**src/hdl/ppp_pkg.sv**
```systemverilog
package ppp_pkg;

  localparam int unsigned MAX_COLS    = 128;
  localparam int unsigned MAX_ROWS    = 128;
  localparam int unsigned TABLE_DEPTH = MAX_COLS * MAX_ROWS;
  localparam int unsigned IDX_W       = $clog2(TABLE_DEPTH);

  localparam int unsigned CFG_IDX_W  = 3;
  localparam int unsigned CFG_DATA_W = 36;

  typedef enum logic [CFG_IDX_W-1:0] {
    REG_BEAM_COLS    = 3'd0,
    REG_BEAM_ROWS    = 3'd1,
    REG_MAP_ONLY     = 3'd2,
    REG_START_TIME   = 3'd3,
    REG_FILE_SECONDS = 3'd4
  } cfg_reg_e;

  typedef struct packed {
    logic [7:0]  beam_cols;
    logic [7:0]  beam_rows;
    logic        map_only;
    logic [35:0] start_time;
    logic [25:0] file_seconds;
  } cfg_t;

  localparam logic [7:0]  BEAM_COLS_RST    = 8'd80;
  localparam logic [7:0]  BEAM_ROWS_RST    = 8'd125;
  localparam logic        MAP_ONLY_RST     = 1'b0;
  localparam logic [35:0] START_TIME_RST   = 36'd0;
  localparam logic [25:0] FILE_SECONDS_RST = 26'd0;

  typedef enum logic [1:0] {
    KIND_NONE = 2'd0,
    KIND_MAP  = 2'd1,
    KIND_HDR  = 2'd2,
    KIND_DATA = 2'd3
  } item_kind_e;

  // res_id carries the map entry for a map load and the base time in us for a header
  typedef struct packed {
    item_kind_e         kind;
    logic [IDX_W-1:0]   idx;
    logic [31:0]        res_id;
    logic [1:0]         flag;
    logic               hdr_keep;
    logic [35:0]        ts;
    logic [8:0]         fine;
    logic signed [32:0] phase;
    logic [6:0]         x;
    logic [6:0]         y;
  } fe_item_t;

  localparam logic [7:0]         HDR_MARK      = 8'hFF;
  // ts / 2000 = (ts >> 4) / 125, the latter by reciprocal and one correction
  localparam logic [31:0]        DIV_RECIP     = 32'd2199023255;
  localparam int unsigned        DIV_SHIFT     = 38;
  localparam int unsigned        Q_W           = 64 - DIV_SHIFT;
  localparam logic [32:0]        DIV_LO        = 33'd125;
  localparam logic [27:0]        WRAP_ROUND    = 28'd3;
  localparam int unsigned        WRAP_SHIFT    = 20;
  localparam logic signed [15:0] WRAP_LO       = 16'sd125;
  localparam int unsigned        WRAP_POS      = 24;
  localparam logic [31:0]        US_PER_HALFMS = 32'd500;
  localparam logic signed [15:0] PHASE_SCALE   = 16'sd29335;

  localparam int unsigned FE_STAGES = 6;
  localparam int unsigned Q_DEPTH   = 8;
  localparam int unsigned Q_PTR_W   = $clog2(Q_DEPTH);
  localparam int unsigned Q_CNT_W   = $clog2(Q_DEPTH + 1);

  localparam int unsigned    RAM_W     = 34;
  localparam logic [RAM_W-1:0] CLR_ENTRY = {2'd1, 32'hFFFF_FFFF};

endpackage

```
**src/hdl/ppp_fifo.sv**
```systemverilog
module ppp_fifo import ppp_pkg::*; (
  input  logic               clk_i,
  input  logic               rst_ni,
  input  logic               push_i,
  input  fe_item_t           item_i,
  input  logic               pop_i,
  output logic               valid_o,
  output fe_item_t           item_o,
  output logic [Q_CNT_W-1:0] count_o
);

  fe_item_t           mem_q [Q_DEPTH];
  logic [Q_PTR_W-1:0] wr_ptr_q;
  logic [Q_PTR_W-1:0] wr_ptr_d;
  logic [Q_PTR_W-1:0] rd_ptr_q;
  logic [Q_PTR_W-1:0] rd_ptr_d;
  logic [Q_CNT_W-1:0] cnt_q;
  logic [Q_CNT_W-1:0] cnt_d;

  always_comb begin
    wr_ptr_d = wr_ptr_q;
    rd_ptr_d = rd_ptr_q;
    cnt_d    = cnt_q;
    if (push_i) begin
      wr_ptr_d = (wr_ptr_q == Q_PTR_W'(Q_DEPTH - 1)) ? '0 : wr_ptr_q + 1'b1;
    end
    if (pop_i) begin
      rd_ptr_d = (rd_ptr_q == Q_PTR_W'(Q_DEPTH - 1)) ? '0 : rd_ptr_q + 1'b1;
    end
    unique case ({push_i, pop_i})
      2'b10:   cnt_d = cnt_q + 1'b1;
      2'b01:   cnt_d = cnt_q - 1'b1;
      default: cnt_d = cnt_q;
    endcase
  end

  always_ff @(posedge clk_i or negedge rst_ni) begin
    if (!rst_ni) begin
      wr_ptr_q <= '0;
      rd_ptr_q <= '0;
      cnt_q    <= '0;
    end else begin
      wr_ptr_q <= wr_ptr_d;
      rd_ptr_q <= rd_ptr_d;
      cnt_q    <= cnt_d;
    end
  end

  always_ff @(posedge clk_i) begin
    if (push_i) begin
      mem_q[wr_ptr_q] <= item_i;
    end
  end

  assign valid_o = cnt_q != '0;
  assign item_o  = mem_q[rd_ptr_q];
  assign count_o = cnt_q;

endmodule

```
**config.mk**
```make
export PLATFORM = sky130hd
export DESIGN_NAME = ppp_fifo
export DESIGN_NICKNAME = d
export VERILOG_FILES = /design/src/hdl/ppp_pkg.sv /design/src/hdl/ppp_fifo.sv
export SDC_FILE = /design/constraint.sdc
export NUM_CORES = 1
export LEC_CHECK = 0
export ABC_CLOCK_PERIOD_IN_PS = 10800
export BUFFER_PORTS_ARGS = -buffer_cell sky130_fd_sc_hd__clkbuf_2
export CAP_MARGIN = 0
export CORE_UTILIZATION = 54
export CTS_BUF_LIST = sky130_fd_sc_hd__clkbuf_8 sky130_fd_sc_hd__clkbuf_16
export CTS_CLUSTER_SIZE = 14
export DETAILED_ROUTE_END_ITERATION = 12
export GPL_TIMING_DRIVEN = 0
export PLACE_DENSITY = 0.75
export SYNTH_ARGS = -nofsm -noshare
export SYNTH_HDL_FRONTEND = slang
export SYNTH_SLANG_ARGS = --single-unit
export TNS_END_PERCENT = 10
```
**constraint.sdc**
```tcl
create_clock -name clk_i -period 10.8 [get_ports clk_i]
set_input_delay 1.62 -clock clk_i [delete_from_list [all_inputs] [get_ports clk_i]]
set_output_delay 1.62 -clock clk_i [all_outputs]
set_load 0.005 [all_outputs]
```
**Yosys cells after proc, flatten, opt, wreduce, memory -nomap -nowiden**

Memories as Yosys holds them, arrays and structs flattened.
Index checks and enable logic that the tools add are counted.
W data, S select, Z words.

- Register bits after elaboration: 10
- RAM bits: 1144
- Bits of input ports: 147
- Output and inout bits: 148
- Logic and storage cells: 19
- Memories kept: 1

- Add/subtract/negate cells: 4
- Equality and inequality tests: 4
- Mux-type cells: 5
- Reduce and logical (&&, ||, !) cells: 2

Memory list:

| memory | words | bits a word | rd ports | clocked after memory_dff | write ports | RTL line | RTL |
|---|---|---|---|---|---|---|---|
| mem_q | 8 | 143 | 1 | 0 | 1 | ppp_fifo.sv:12 | `fe_item_t mem_q [Q_DEPTH];` |

Operators by type and width:

| cell | count |
|---|---|
| $pmux W4 S2 | 1 |
| $add A3 B1 Y3 const B | 2 |
| $eq A3 B3 Y1 const B | 2 |
| $mux W3 | 2 |
| $add A4 B1 Y4 const B | 1 |
| $reduce_bool A4 Y1 | 1 |
| $sub A4 B1 Y4 const B | 1 |
| $eq A2 B1 Y1 const B | 1 |
| $eq A2 B2 Y1 const B | 1 |
| $mux W1 | 2 |
| $reduce_bool A2 Y1 | 1 |

**Longest topological paths before layout**

- Depth in word-level cells: 2
- Mapped depth: 8
- Depth with buffers taken out: 8

**Least setup slack after synthesis**

OpenSTA, ideal clock, no wires.

- Path kind: in2reg
- From: in push_i
- To: mem mem_q[0][0] (netlist name) (enable)
- Library setup time: 0.820 ns
- Data arrival time: 11.359 ns
- Required time: 9.980 ns
- Setup slack: -1.380 ns
- Cell stages on the path: 2
- Path buffers: 0
- Cell sequence: nand2b_1 -> nor3_1

- Longest elaborated chain between the ends: 2

RTL lines:

| what | RTL line | RTL |
|---|---|---|
| start: declaration | ppp_fifo.sv:4 | `input logic push_i,` |
| $mux W1 | ppp_fifo.sv:50 | `if (push_i) begin` |
| $mux W1 (implied by the code) | ppp_fifo.sv:51 | `mem_q[wr_ptr_q] <= item_i;` |
| end: declaration | ppp_fifo.sv:12 |  |

No other way between the ends.

==> out/qor.yml <==
placed_design:
  hpwl_um: 59000
  port_buffers: 294
  place_ws_ns: 6.24
  place.gp.congestion: 0.727
synthesis:
  synthDistinctLibCells: 22
  async_reset_ff_share_pct: 0.867
  synth_commonest_cells: "edfxtp_1, mux4_2, mux2_2"
  synth_area_leaders: "edfxtp_1, mux4_2, mux2_2, buf_6, dfrtp_1"
  synthCells: 1708
  synth_edf_count: 1144
  yosysMostFrequentCell: "edfxtp_1"
  ys_seq_area_share_pct: 79.5
  synth_top_area_share_pct: 79.0
  syn-mean-instance-area_um2: 25.5
  synthesis.nets: 1862
  netlist_area_um2: 43500
  ys.flop_type: "edfxtp_1"
  yosysWarningCount: 0
  synth_top_area_cell: "edfxtp_1"
  ys_seq_elements: 1154
clock_network:
  cts_tree: "yes"
  cts_sinks: 1154
  cts_buffer_depth: 3
  cts_buffers: 110
  clk_pin_slew_ns: 0.06
  cts.repair.resized: 0
  hold_buffers: 0
  root_buffer: "clkbuf_16"
  h-tree-depth: 3
  clkLatencyLatePin_ns: 0.65
  cts_setup_buffers: 0
sta:
  worst_slack_ns: 5.73
  slew_headroom_pct: 24.9
  period_share_pct: 46.9
  finalMaxSlewViolations: 0
  worst_slew_pin_slew_ns: 1.13
  min_period_ns: 5.07
  fmax_ghz: 0.197
  setup_violations: 0
  skew_ns: 0.0222
  rsz0062_at_grt: "false"
  hold_viol_final: 0
flow_run:
  drv_cap: 0
setup_path:
  cp-endpoint: "item_o[117]"
  timing.rr.start: "wr_ptr_q[1]"
  arrival_ns: 3.45
  end_kind: "output pin"
  crit_path_start_kind: "register"
  crit_required_ns: 9.18
  rr_worst_depth: 7
  r2r_slack_ns: 7.97
  critPathLaunch: "rd_ptr_q[2]"
  crit_type: "reg -> out"
  crit_fanout: 10
  r2r_end: "mem_q[0][81]"
global_routing:
  overflow: 0
  grt_max_degree: 26
  grt_pass1_wl_um: 137000
  grt_pass1_vias: 21000
  track_usage_pct: 23.1
  grt_antenna_before_repair: 17
finish:
  drive_above_1_share_pct: 44.2
  final_util_pct: 64.5
  area_growth_pct: 17.6
  num-nets-final: 2338
  fillers: 5096
routing:
  drt-vias-per-instance: 5.90
  dr.pass1.iters: 5
  vias: 19600
  detail_route.wl_per_cell_um: 27.9
  ant_nets: 0
  wirelength_um: 92600
  drt_iter0_drc: 1516
  post-route-drc-count: 0
run_status:
  outcome: "finished clean"
die:
  die_x_um: 286
  std_cell_rows: 103
  core_um2: 79400
  die_y_um: 286
  boundaryPins: 295
  die_area_um2: 81700
  start_util_pct: 54.8
power:
  powerDensity_nw_per_um2: 269
  ir_drop_mv: 0.161
  p_leak_nw: 16.9
min_path:
  min_path_type: "reg -> reg"
-- report_power, final --
part           total [mW]  internal, mW  leakage, nW  switching (mW)
registers            5.75          5.61         10.5           0.146
logic                4.37          2.16         4.62            2.22
clock network        3.65          2.08         1.77            1.57
total                13.8          9.84         16.9            3.93
-- critical path, cell delays in order (launching register included) --
cell and delay (ns):
dfrtp_1 0.34, buf_2 0.35, clkbuf_1 0.88, clkbuf_1 0.64
mux2_2 0.44, clkbuf_2 0.12
-- placed cells by master, fill, tap and decap left out, types with 3 or more instances in the layout --
master	n
diode_2	7
clkinv_1	24
buf_16	18
nand2b_1	3
clkinv_2	18
edfxtp_1	1144
clkbuf_16	110
clkinvlp_4	3
buf_1	10
xor2_1	4
buf_12	31
nor2_1	3
ha_1	7
inv_1	26
mux2_2	150
clkbuf_2	294
buf_2	21
buf_8	7
buf_6	38
nor2b_1	3
inv_6	5
dfrtp_1	10
bufinv_16	10
clkbuf_1	24
nor2_4	6
mux4_2	286
-- worst min-delay path by stage --
stage	from	end	slack, ns	cells after the start
after floorplan	count_o[3]	count_o[3]	0.48	1
after global placement	count_o[3]	count_o[3]	0.47	1
after detailed placement	count_o[3]	count_o[3]	0.49	1
after CTS	count_o[3]	count_o[3]	0.50	1
after global routing	count_o[3]	count_o[3]	0.51	1
final	count_o[3]	count_o[3]	0.50	1
-- cells by family (layout without fill, tap and decap cells) --
logic type	Yosys count	count (layout)	share of synthesized area [%]
flops	1154	1154	79.5
mux	436	436	18.7
buf+inv	81	642	1.19
simple gates	21	21	0.236
fa+ha+maj	7	7	0.201
xor+xnor	5	5	0.101
compound gates	4	4	0.0575
other cells	0	7	0
-- sequential cells by signal, indices dropped and copies added, names as in the netlist --
register,flops
wr_ptr_q,3
count_o,4
rd_ptr_q,3
mem_q,1144
-- stage by stage --
step | hold WS [ns] | cell area, um^2 | TNS [ns] | instances | total power, mW
final | 0.499 | 51200 | 0 | 3326 | 13.8
after global routing | 0.512 | 51200 | 0 | 3323 | 14.3
after CTS | 0.498 | 51200 | 0 | 3319 | 14.0
after detailed placement | 0.486 | 47700 | 0 | 3122 | 10.3
after global placement | 0.467 | 46300 | -5651.71 | 3052 | 10.3
after floorplan | 0.477 | 43500 | -196.52 | 1708 | 8.59
-- routing by layer --
layer	track usage (%)	part of all wire, %	up-vias
met5	0	0.18	-
met3	5.25	7.4	140
met1	30.3	39	10400
met2	38.8	51	670
met4	7.09	2.1	24
li1	-	-	8362
-- cell type report --
class / count / area, um^2 / share of cell area [%]
Multi-Input combinational cell: 473 / 8450 / 16.5
Clock inverter: 87 / 666 / 1.30
Inverter: 1 / 3.75 / 0.00734
Timing Repair Buffer: 364 / 2850 / 5.56
Clock buffer: 110 / 2750 / 5.38
Tap cell: 1050 / 1310 / 2.57
Sequential cell: 1154 / 34600 / 67.6
Buffer: 80 / 514 / 1.01
Antenna cell: 7 / 17.5 / 0.0342
Power figures use the tool's default switching activity.
