## config.mk

```make
export PLATFORM = sky130hd
export DESIGN_NAME = ppp_front_flat
export DESIGN_NICKNAME = d
export VERILOG_FILES = /design/src/hdl/ppp_pkg.sv /design/src/hdl/ppp_pkt_if.sv /design/src/hdl/ppp_front.sv /design/src/flat_wrapper.sv
export SDC_FILE = /design/constraint.sdc
export NUM_CORES = 2
export LEC_CHECK = 0
export BUFFER_PORTS_ARGS = -buffer_cell sky130_fd_sc_hd__buf_2
export CAP_MARGIN = 20
export CORE_MARGIN = 2
export CORE_UTILIZATION = 51
export DETAILED_ROUTE_END_ITERATION = 16
export HOLD_SLACK_MARGIN = 0.02
export PLACE_DENSITY = 0.67
export SLEW_MARGIN = 0
export SYNTH_ARGS = -nofsm -noshare
export SYNTH_HDL_FRONTEND = slang
export SYNTH_SLANG_ARGS = --single-unit
```

## constraint.sdc

```tcl
create_clock -name clk_i -period 7.7 [get_ports clk_i]
set_input_delay 0.385 -clock clk_i [delete_from_list [all_inputs] [get_ports clk_i]]
set_output_delay 0.385 -clock clk_i [all_outputs]
set_load 0.02 [all_outputs]
```

## src/hdl/ppp_pkg.sv

```systemverilog
package ppp_pkg;

  localparam int unsigned MAX_COLS    = 128;
  localparam int unsigned MAX_ROWS    = 128;
  localparam int unsigned TABLE_DEPTH = MAX_COLS * MAX_ROWS;
  localparam int unsigned IDX_W       = $clog2(TABLE_DEPTH);

  localparam int unsigned CFG_IDX_W  = 3;
  localparam int unsigned CFG_DATA_W = 36;

  typedef enum logic [CFG_IDX_W-1:0] {
    REG_BEAM_COLS    = 3'd0,
    REG_BEAM_ROWS    = 3'd1,
    REG_MAP_ONLY     = 3'd2,
    REG_START_TIME   = 3'd3,
    REG_FILE_SECONDS = 3'd4
  } cfg_reg_e;

  typedef struct packed {
    logic [7:0]  beam_cols;
    logic [7:0]  beam_rows;
    logic        map_only;
    logic [35:0] start_time;
    logic [25:0] file_seconds;
  } cfg_t;

  localparam logic [7:0]  BEAM_COLS_RST    = 8'd80;
  localparam logic [7:0]  BEAM_ROWS_RST    = 8'd125;
  localparam logic        MAP_ONLY_RST     = 1'b0;
  localparam logic [35:0] START_TIME_RST   = 36'd0;
  localparam logic [25:0] FILE_SECONDS_RST = 26'd0;

  typedef enum logic [1:0] {
    KIND_NONE = 2'd0,
    KIND_MAP  = 2'd1,
    KIND_HDR  = 2'd2,
    KIND_DATA = 2'd3
  } item_kind_e;

  // res_id carries the map entry for a map load and the base time in us for a header
  typedef struct packed {
    item_kind_e         kind;
    logic [IDX_W-1:0]   idx;
    logic [31:0]        res_id;
    logic [1:0]         flag;
    logic               hdr_keep;
    logic [35:0]        ts;
    logic [8:0]         fine;
    logic signed [32:0] phase;
    logic [6:0]         x;
    logic [6:0]         y;
  } fe_item_t;

  localparam logic [7:0]         HDR_MARK      = 8'hFF;
  // ts / 2000 = (ts >> 4) / 125, the latter by reciprocal and one correction
  localparam logic [31:0]        DIV_RECIP     = 32'd2199023255;
  localparam int unsigned        DIV_SHIFT     = 38;
  localparam int unsigned        Q_W           = 64 - DIV_SHIFT;
  localparam logic [32:0]        DIV_LO        = 33'd125;
  localparam logic [27:0]        WRAP_ROUND    = 28'd3;
  localparam int unsigned        WRAP_SHIFT    = 20;
  localparam logic signed [15:0] WRAP_LO       = 16'sd125;
  localparam int unsigned        WRAP_POS      = 24;
  localparam logic [31:0]        US_PER_HALFMS = 32'd500;
  localparam logic signed [15:0] PHASE_SCALE   = 16'sd29335;

  localparam int unsigned FE_STAGES = 6;
  localparam int unsigned Q_DEPTH   = 8;
  localparam int unsigned Q_PTR_W   = $clog2(Q_DEPTH);
  localparam int unsigned Q_CNT_W   = $clog2(Q_DEPTH + 1);

  localparam int unsigned    RAM_W     = 34;
  localparam logic [RAM_W-1:0] CLR_ENTRY = {2'd1, 32'hFFFF_FFFF};

endpackage

```

## src/hdl/ppp_pkt_if.sv

```systemverilog
interface ppp_pkt_if;
  logic        valid;
  logic        ready;
  logic        command;
  logic [63:0] word;
  logic [6:0]  map_x;
  logic [6:0]  map_y;
  logic [31:0] map_res_id;
  logic [7:0]  map_flag;

  modport source (
    output valid, command, word, map_x, map_y, map_res_id, map_flag,
    input  ready
  );
  modport sink (
    input  valid, command, word, map_x, map_y, map_res_id, map_flag,
    output ready
  );
endinterface

```

## src/hdl/ppp_front.sv

```systemverilog
module ppp_front import ppp_pkg::*; (
  input  logic               clk_i,
  input  logic               rst_ni,
  ppp_pkt_if.sink            pkt_i,
  input  cfg_t               cfg_i,
  input  logic [Q_CNT_W-1:0] q_count_i,
  input  logic               clr_busy_i,
  output logic               push_o,
  output fe_item_t           item_o
);

  fe_item_t               st_q [FE_STAGES];
  fe_item_t               st_d [FE_STAGES];
  logic [FE_STAGES-1:0]   st_vld_q;
  logic [Q_CNT_W:0]       used;
  logic                   accept;

  logic [9:0]             x10;
  logic [9:0]             y10;
  logic                   pix_ok;
  logic                   map_ok;
  logic signed [17:0]     raw_phase;
  logic signed [33:0]     phase_full;
  logic [31:0]            div_in;
  logic [63:0]            div_prod;
  logic [Q_W-1:0]         q0_q;
  logic [Q_W-1:0]         quot_d;
  logic [Q_W-1:0]         quot_q;
  logic [32:0]            rem;
  logic signed [27:0]     diff;
  logic [27:0]            diff_mag;
  logic [7:0]             wr_mag;
  logic signed [7:0]      wraps_d;
  logic signed [7:0]      wraps_q;
  logic signed [15:0]     wrap_lo;
  logic [35:0]            adj;

  assign used = (Q_CNT_W+1)'($countones(st_vld_q)) + (Q_CNT_W+1)'(q_count_i);
  assign pkt_i.ready = !clr_busy_i && (used < (Q_CNT_W+1)'(Q_DEPTH));
  assign accept = pkt_i.valid && pkt_i.ready;

  // classify and decode the incoming beat
  always_comb begin
    x10        = pkt_i.word[63:54];
    y10        = pkt_i.word[53:44];
    pix_ok     = (x10 < 10'(cfg_i.beam_cols)) && (y10 < 10'(cfg_i.beam_rows)) &&
                 (32'(x10) < MAX_COLS) && (32'(y10) < MAX_ROWS);
    map_ok     = (32'(pkt_i.map_x) < MAX_COLS) && (32'(pkt_i.map_y) < MAX_ROWS);
    raw_phase  = pkt_i.word[34:17];
    phase_full = 34'(raw_phase) * 34'(PHASE_SCALE);
    div_in     = pkt_i.word[35:4];
    div_prod   = 64'(div_in) * 64'(DIV_RECIP);

    st_d[0]          = '0;
    st_d[0].ts       = pkt_i.word[35:0];
    st_d[0].fine     = pkt_i.word[43:35];
    st_d[0].phase    = phase_full[32:0];
    st_d[0].x        = x10[6:0];
    st_d[0].y        = y10[6:0];
    st_d[0].res_id   = pkt_i.map_res_id;
    st_d[0].flag     = (pkt_i.map_flag > 8'd1) ? 2'd2 : pkt_i.map_flag[1:0];
    priority if (!pkt_i.command) begin
      st_d[0].kind = map_ok ? KIND_MAP : KIND_NONE;
      st_d[0].idx  = IDX_W'(32'(pkt_i.map_x) * MAX_ROWS + 32'(pkt_i.map_y));
    end else if (pkt_i.word[63:56] == HDR_MARK) begin
      st_d[0].kind = KIND_HDR;
    end else begin
      st_d[0].kind = pix_ok ? KIND_DATA : KIND_NONE;
      st_d[0].idx  = IDX_W'(32'(x10) * MAX_ROWS + 32'(y10));
    end

    // header timestamp: divide, wrap count, repair, subtract run start, scale to us
    rem      = 33'(st_q[0].ts[35:4]) - 33'(q0_q) * DIV_LO;
    quot_d   = q0_q + Q_W'(rem >= DIV_LO);

    diff     = $signed(28'(cfg_i.file_seconds)) + $signed(WRAP_ROUND) - $signed(28'(quot_q));
    diff_mag = diff[27] ? 28'(-diff) : 28'(diff);
    wr_mag   = 8'(diff_mag >> WRAP_SHIFT);
    wraps_d  = diff[27] ? -$signed(wr_mag) : $signed(wr_mag);

    wrap_lo  = 16'(wraps_q) * WRAP_LO;
    adj      = {wrap_lo[35-WRAP_POS:0], WRAP_POS'(0)};

    st_d[1] = st_q[0];
    st_d[2] = st_q[1];
    st_d[3] = st_q[2];
    if (st_q[2].kind == KIND_HDR) begin
      st_d[3].ts = st_q[2].ts + adj;
    end
    st_d[4] = st_q[3];
    if (st_q[3].kind == KIND_HDR) begin
      st_d[4].hdr_keep = st_q[3].ts >= cfg_i.start_time;
      st_d[4].ts       = st_q[3].ts - cfg_i.start_time;
    end
    st_d[5] = st_q[4];
    if (st_q[4].kind == KIND_HDR) begin
      st_d[5].res_id = st_q[4].ts[31:0] * US_PER_HALFMS;
    end
  end

  always_ff @(posedge clk_i or negedge rst_ni) begin
    if (!rst_ni) begin
      st_vld_q <= '0;
    end else begin
      st_vld_q <= {st_vld_q[FE_STAGES-2:0], accept};
    end
  end

  always_ff @(posedge clk_i) begin
    st_q    <= st_d;
    q0_q    <= div_prod[DIV_SHIFT +: Q_W];
    quot_q  <= quot_d;
    wraps_q <= wraps_d;
  end

  assign push_o = st_vld_q[FE_STAGES-1] && (st_q[FE_STAGES-1].kind != KIND_NONE);
  assign item_o = st_q[FE_STAGES-1];

endmodule

```

## src/flat_wrapper.sv

```systemverilog
// flat-port wrapper written by rule: the top's interface ports become plain ports
module ppp_front_flat import ppp_pkg::*;
  (clk_i, rst_ni, cfg_i, q_count_i, clr_busy_i, push_o, item_o, pkt_i_valid, pkt_i_command, pkt_i_word, pkt_i_map_x, pkt_i_map_y, pkt_i_map_res_id, pkt_i_map_flag, pkt_i_ready);
  ppp_pkt_if pkt_i_i ();
  input  logic clk_i;
  input  logic rst_ni;
  input  cfg_t cfg_i;
  input  logic [Q_CNT_W-1:0] q_count_i;
  input  logic clr_busy_i;
  output logic push_o;
  output fe_item_t item_o;
  input wire logic [$bits(pkt_i_i.valid)-1:0] pkt_i_valid;
  input wire logic [$bits(pkt_i_i.command)-1:0] pkt_i_command;
  input wire logic [$bits(pkt_i_i.word)-1:0] pkt_i_word;
  input wire logic [$bits(pkt_i_i.map_x)-1:0] pkt_i_map_x;
  input wire logic [$bits(pkt_i_i.map_y)-1:0] pkt_i_map_y;
  input wire logic [$bits(pkt_i_i.map_res_id)-1:0] pkt_i_map_res_id;
  input wire logic [$bits(pkt_i_i.map_flag)-1:0] pkt_i_map_flag;
  output wire logic [$bits(pkt_i_i.ready)-1:0] pkt_i_ready;
  assign pkt_i_i.valid = pkt_i_valid;
  assign pkt_i_i.command = pkt_i_command;
  assign pkt_i_i.word = pkt_i_word;
  assign pkt_i_i.map_x = pkt_i_map_x;
  assign pkt_i_i.map_y = pkt_i_map_y;
  assign pkt_i_i.map_res_id = pkt_i_map_res_id;
  assign pkt_i_i.map_flag = pkt_i_map_flag;
  assign pkt_i_ready = pkt_i_i.ready;
  ppp_front u_core (.clk_i(clk_i), .rst_ni(rst_ni), .pkt_i(pkt_i_i), .cfg_i(cfg_i), .q_count_i(q_count_i), .clr_busy_i(clr_busy_i), .push_o(push_o), .item_o(item_o));
endmodule
```

Yosys cells after proc, flatten, opt, wreduce, memory -nomap -nowiden
Index checks and enable logic that the tools add are counted.

storage, ports and cells
  bits in registers = 920
  bits in latches = 0
  RAM bits = 0
  bits in read-only memories = 0
  bits of input ports = 206
  output and inout bits = 145
  word-level logic and storage cells = 111
  memories kept = 0

operators by class
  add/sub/neg operators = 16
  multipliers = 5
  div/mod/pow operators = 0
  $lt $le $gt $ge = 8
  eq/ne operators = 4
  shift-type cells = 0
  muxes and demuxes = 9
  bitwise gates (word level) = 0
  reduce and logical (&&, ||, !) cells = 8

operators by type and width
  operator                  number
  $mux W36                  2
  $mul A32 B32 Y64 const B  1
  $add A36 B36 Y36          1
  $ge A36 B36 Y1            1
  $sub A36 B36 Y36          1
  $ge A33 B7 Y1 const B     1
  $mul A18 B16 Y33 const B  1
  $mul A26 B7 Y33 const B   1
  $sub A32 B33 Y33          1
  $mul A32 B7 Y30 const B   1
  $mux W32                  1
  $mux W14                  2
  $mux W28                  1
  $neg A28 Y28              1
  $sub A28 B27 Y28          1
  $add A26 B2 Y27 const B   1
  $add A26 B1 Y26           1
  $lt A10 B8 Y1             2
  $lt A10 B8 Y1 const B     2
  $add A14 B10 Y14          1
  $add A14 B7 Y14           1
  $mul A8 B8 Y12 const B    1
  $add A5 B5 Y5             2
  $eq A8 B8 Y1 const B      1
  11 further kinds          21

Logic depth before layout (Yosys ltp)
  depth in word-level cells = 7
  depth in mapped cells = 31
  depth with buffers taken out = 31

Least setup slack after synthesis
OpenSTA, ideal clock, no wires.

  kind = input to register
  start point = in pkt_i_word[34]
  end point = reg u_core.q0_q[25]
  setup time = 127 ps
  data arrival time = 7,226 ps
  required time = 7,573 ps
  setup slack = 347 ps
  cell stages on the path = 27
  buffers on the path = 1
  cell sequence = clkbuf_1 > inv_2 > fa_1 > inv_1 > fa_1 > fa_1 > fa_1 > inv_1 > fa_1 > inv_1 > fa_1 > inv_1 > fa_1 > inv_1 > ha_1 > a21oi_1 > o21ai_1 > a311o_1 > a31oi_1 > nand3_1 > a21oi_1 > o21ai_1 > a21o_1 > a31o_1 > and2_1 > o211a_1 > or3_1

between the ends
  word-level cells in the longest chain between the ends = 1

ends and longest elaborated chain
  item                     line                text
  from (decl)              flat_wrapper.sv:14  input wire logic [$bits(pkt_i_i.word)-1:0] pkt_i_word;
  $mul A32 B32 Y64         ppp_front.sv:52     div_prod = 64'(div_in) * 64'(DIV_RECIP);
  via u_core.div_prod[63]  ppp_front.sv:25     logic [63:0] div_prod;
  to (signal assigned)     ppp_front.sv:111    q0_q <= div_prod[DIV_SHIFT +: Q_W];
  to (decl)                ppp_front.sv:26     logic [Q_W-1:0] q0_q;

The timed path passes the listed nets, and every way through them passes these cells.
A chain may end at the register's enable or synchronous reset.

Final worst setup path
  start point = reg u_core.q0_q[21]
  end point = reg u_core.quot_q[25]

between the ends
  word-level cells in the longest chain between the ends = 4

ends and longest elaborated chain
  item                   line              text
  $mul A26 B7 Y33        ppp_front.sv:73   rem = 33'(st_q[0].ts[35:4]) - 33'(q0_q) * DIV_LO;
  $sub A32 B33 Y33       ppp_front.sv:73
  $ge A33 B7 Y1          ppp_front.sv:74   quot_d = q0_q + Q_W'(rem >= DIV_LO);
  $add A26 B1 Y26 (*)    ppp_front.sv:74
  via u_core.quot_d[25]  ppp_front.sv:27   logic [Q_W-1:0] quot_d;
  to (signal assigned)   ppp_front.sv:112  quot_q <= quot_d;
  to (decl)              ppp_front.sv:28   logic [Q_W-1:0] quot_q;

The timed path passes the listed nets; every way through them passes the cells marked *.

==> results.yml <==
outcome:
  outcome: "finished, final reports clean"
global_route:
  grt_pass1_wl_mm: 206
  grt_max_degree: 74
  grt_overflow_total: 0
  antenna_found_initial: 4
  grt_usage: 0.227
  grt_pass1_vias: 39000
cts:
  clock_sinks: 913
  cts.clk_slew.worst_paths_ps: 60
  clock_path_buffers: 3
  clk_latency_ps: 670
  cts-root-buf: "clkbuf_16"
  cts-buffers-inserted: 89
  h-tree-depth: 3
  tritoncts: "yes"
route:
  wl_per_cell_um: 17.1
  vias: 36400
  antenna_left: 0
  drcViolationCount: 0
  drt_iter0_markers: 1503
  wl_mm: 129
  viasPerCell: 4.85
  drt_pass1_iterations: 5
floorplan:
  rows: 123
  io_pins: 351
  die_y_um: 341
  chipWidth_um: 341
  start_util: 0.514
  core_region_area_um2: 113000
  dieArea_um2: 116000
sta:
  min_period_ps: 7350
  worst-slew-pin-transition_ps: 955
  timing.fmax_ghz: 0.136
  finalSetupViolations: 0
  report.final.slew_viol_count: 0
  finalClockSkew_ps: 43.6
  slew_headroom: 0.364
  fin_crit_sh: 0.955
  hold_viol_final: 0
  rsz0062_at_grt: "false"
synthesis:
  ys_async_sr_fraction: 0.00657
  synth.area.top_cells: "dfxtp_1 (31%), fa_1 (25%), ha_1 (18%)"
  ys_seq_area_frac: 0.316
  yosys.area.top_type: "dfxtp_1"
  yosysMostFrequentCell: "inv_1"
  yosysWarnings: 0
  syn-cell-area_um2: 57900
  ys.flop_type: "dfxtp_1"
  synth_nets: 7063
  synthTopCellsByCount: "inv_1 (1,224), dfxtp_1 (907), ha_1 (818), fa_1 (721), nand2_1 (181)"
  synth_top_area_frac: 0.313
  ys_ff_latch: 913
  synth_cell_types: 84
  syn_area_per_cell_um2: 10.9
  netlist_instances: 5318
  synth_edf_count: 0
finish:
  multi_input_area_um2: 34000
  seq_area_um2: 18300
  nets: 7690
  final-instance-count-excl-fill: 7518
  n_fill_cell: 9412
  finalCoreUtilization: 0.591
  syn2layout_area_growth_pct: 15.0
  drive_above_1_share: 0.143
place:
  io_buffers: 349
  dp_cells: 7267
  post-dp-hpwl_mm: 109
  place.gp.congestion: 0.948
setup_path:
  slowest_delay_ps: 540
  worstSetupEndpointType: "flop"
  critPathMaxFanout: 6
  cp.arrival_ps: 7920
  critPathSlowestCell: "or4_4"
  crit_top_cell: "fa_1"
  crit_type: "reg2reg"
  cp.required_ps: 8260
  cp-start-kind: "flop"
job:
  maxCapViolations: 0
worst_hold_path:
  min_path_type: "in2reg"
stage by stage:
stage / TNS, ps / worst slack (ps) / instance area [um2] / hold slack, ps
2_1_floorplan: 0 / 347 / 57900 / 89.4
3_3_place_gp: -696 / -344 / 62500 / 213
3_5_place_dp: -2060 / -463 / 62500 / 215
4_1_cts: 0 / 2.67 / 66400 / 24.2
5_1_grt: 0 / 8.09 / 66600 / 49.2
6_report: 0 / 348 / 66600 / 82.8
layout make-up:
| class | count | share of cell area |
|---|---|---|
| well taps | 1500 | 0.0282 |
| clock buffers | 121 | 0.0380 |
| repair buffers | 711 | 0.0706 |
| inverters | 1227 | 0.0692 |
| diodes | 3 | 0.000113 |
| multi-input cells | 3003 | 0.510 |
| flip-flops and latches | 913 | 0.275 |
| clock inverters | 40 | 0.00890 |
layer usage:
layer | routed length [um] | global-route usage | vias to the layer above
li1 | - | - | 17800
met4 | 3720 | 0.0692 | 2
met3 | 6060 | 0.0331 | 205
met5 | 13 | 0 | -
met2 | 62700 | 0.394 | 712
met1 | 56200 | 0.293 | 17700
cells by family after synthesis:
family	count (synthesis)	share of synthesized area
buf+inv	1402	0.100
fa+ha+maj	1539	0.426
xor+xnor	244	0.0369
compound gates	607	0.0666
mux	16	0.00298
simple gates	597	0.0516
flops	913	0.316
sequential cells by signal, summed over array words and instances (netlist names):
signal / count
u_core.q0_q: 26
u_core.st_vld_q: 6
u_core.quot_q: 26
u_core.st_q: 103
u_core.item_o: 143
u_core.wraps_q: 8
u_core.st_d: 601
repair_timing:
item                       4_1_cts  5_1_grt
setup endpoints to repair        8       17
pin swaps                        0        9
gates resized for setup          6       37
hold endpoints to repair        83        0
hold buffers                    80        0
buffers inserted                 0        7
worst max-delay path, delay by kind of cell, from the launching register on:
kind                       cells  cell delay [ps]
and+or+nand+nor               16             3510
DFF                            1              370
adders and majority gates      6             2300
AOI/OAI and AO/OA              3              470
buffers and inverters          4              490
xor gates and xnor gates       1              110
cells in the final DEF (no fill, tap or decap), types with 26 or more instances in the layout:
cell type	netlist	layout
nand2b_1	33	31
dlygate4sd3_1	0	80
xnor2_1	167	167
nor2_1	118	117
o21bai_1	26	26
a21oi_1	166	162
and3_1	30	29
o21ai_0	137	137
buf_4	144	279
dfxtp_1	907	903
ha_1	818	815
inv_1	1224	1218
xor2_1	77	77
fa_1	721	717
nand3_1	55	51
nand4_1	27	27
buf_2	0	348
a21o_1	90	90
nor2b_1	29	29
clkbuf_16	0	90
nand2_1	181	181
worst paths after layout:
kind,startpoint,depth (start not counted),endpoint,slack (ps)
setup / recovery,u_core.q0_q[21]$_DFF_P_,30,u_core.quot_q[25]$_DFF_P_,350
setup reg to reg,u_core.q0_q[21]$_DFF_P_,30,u_core.quot_q[25]$_DFF_P_,350
hold reg to reg,u_core.st_d[665]$_SDFF_PN0_,0,u_core.st_d[522]$_DFF_P_,290
hold / removal,cfg_i[26],3,u_core.st_d[56]$_DFF_P_,80
min in group asynchronous,rst_ni,2,u_core.st_vld_q[0]$_DFF_PN0_,90
max in group asynchronous,rst_ni,2,u_core.st_vld_q[2]$_DFF_PN0_,7460
Power is not shown: default switching activity piles up to over one toggle a cycle in this logic, so the estimate is an artifact.
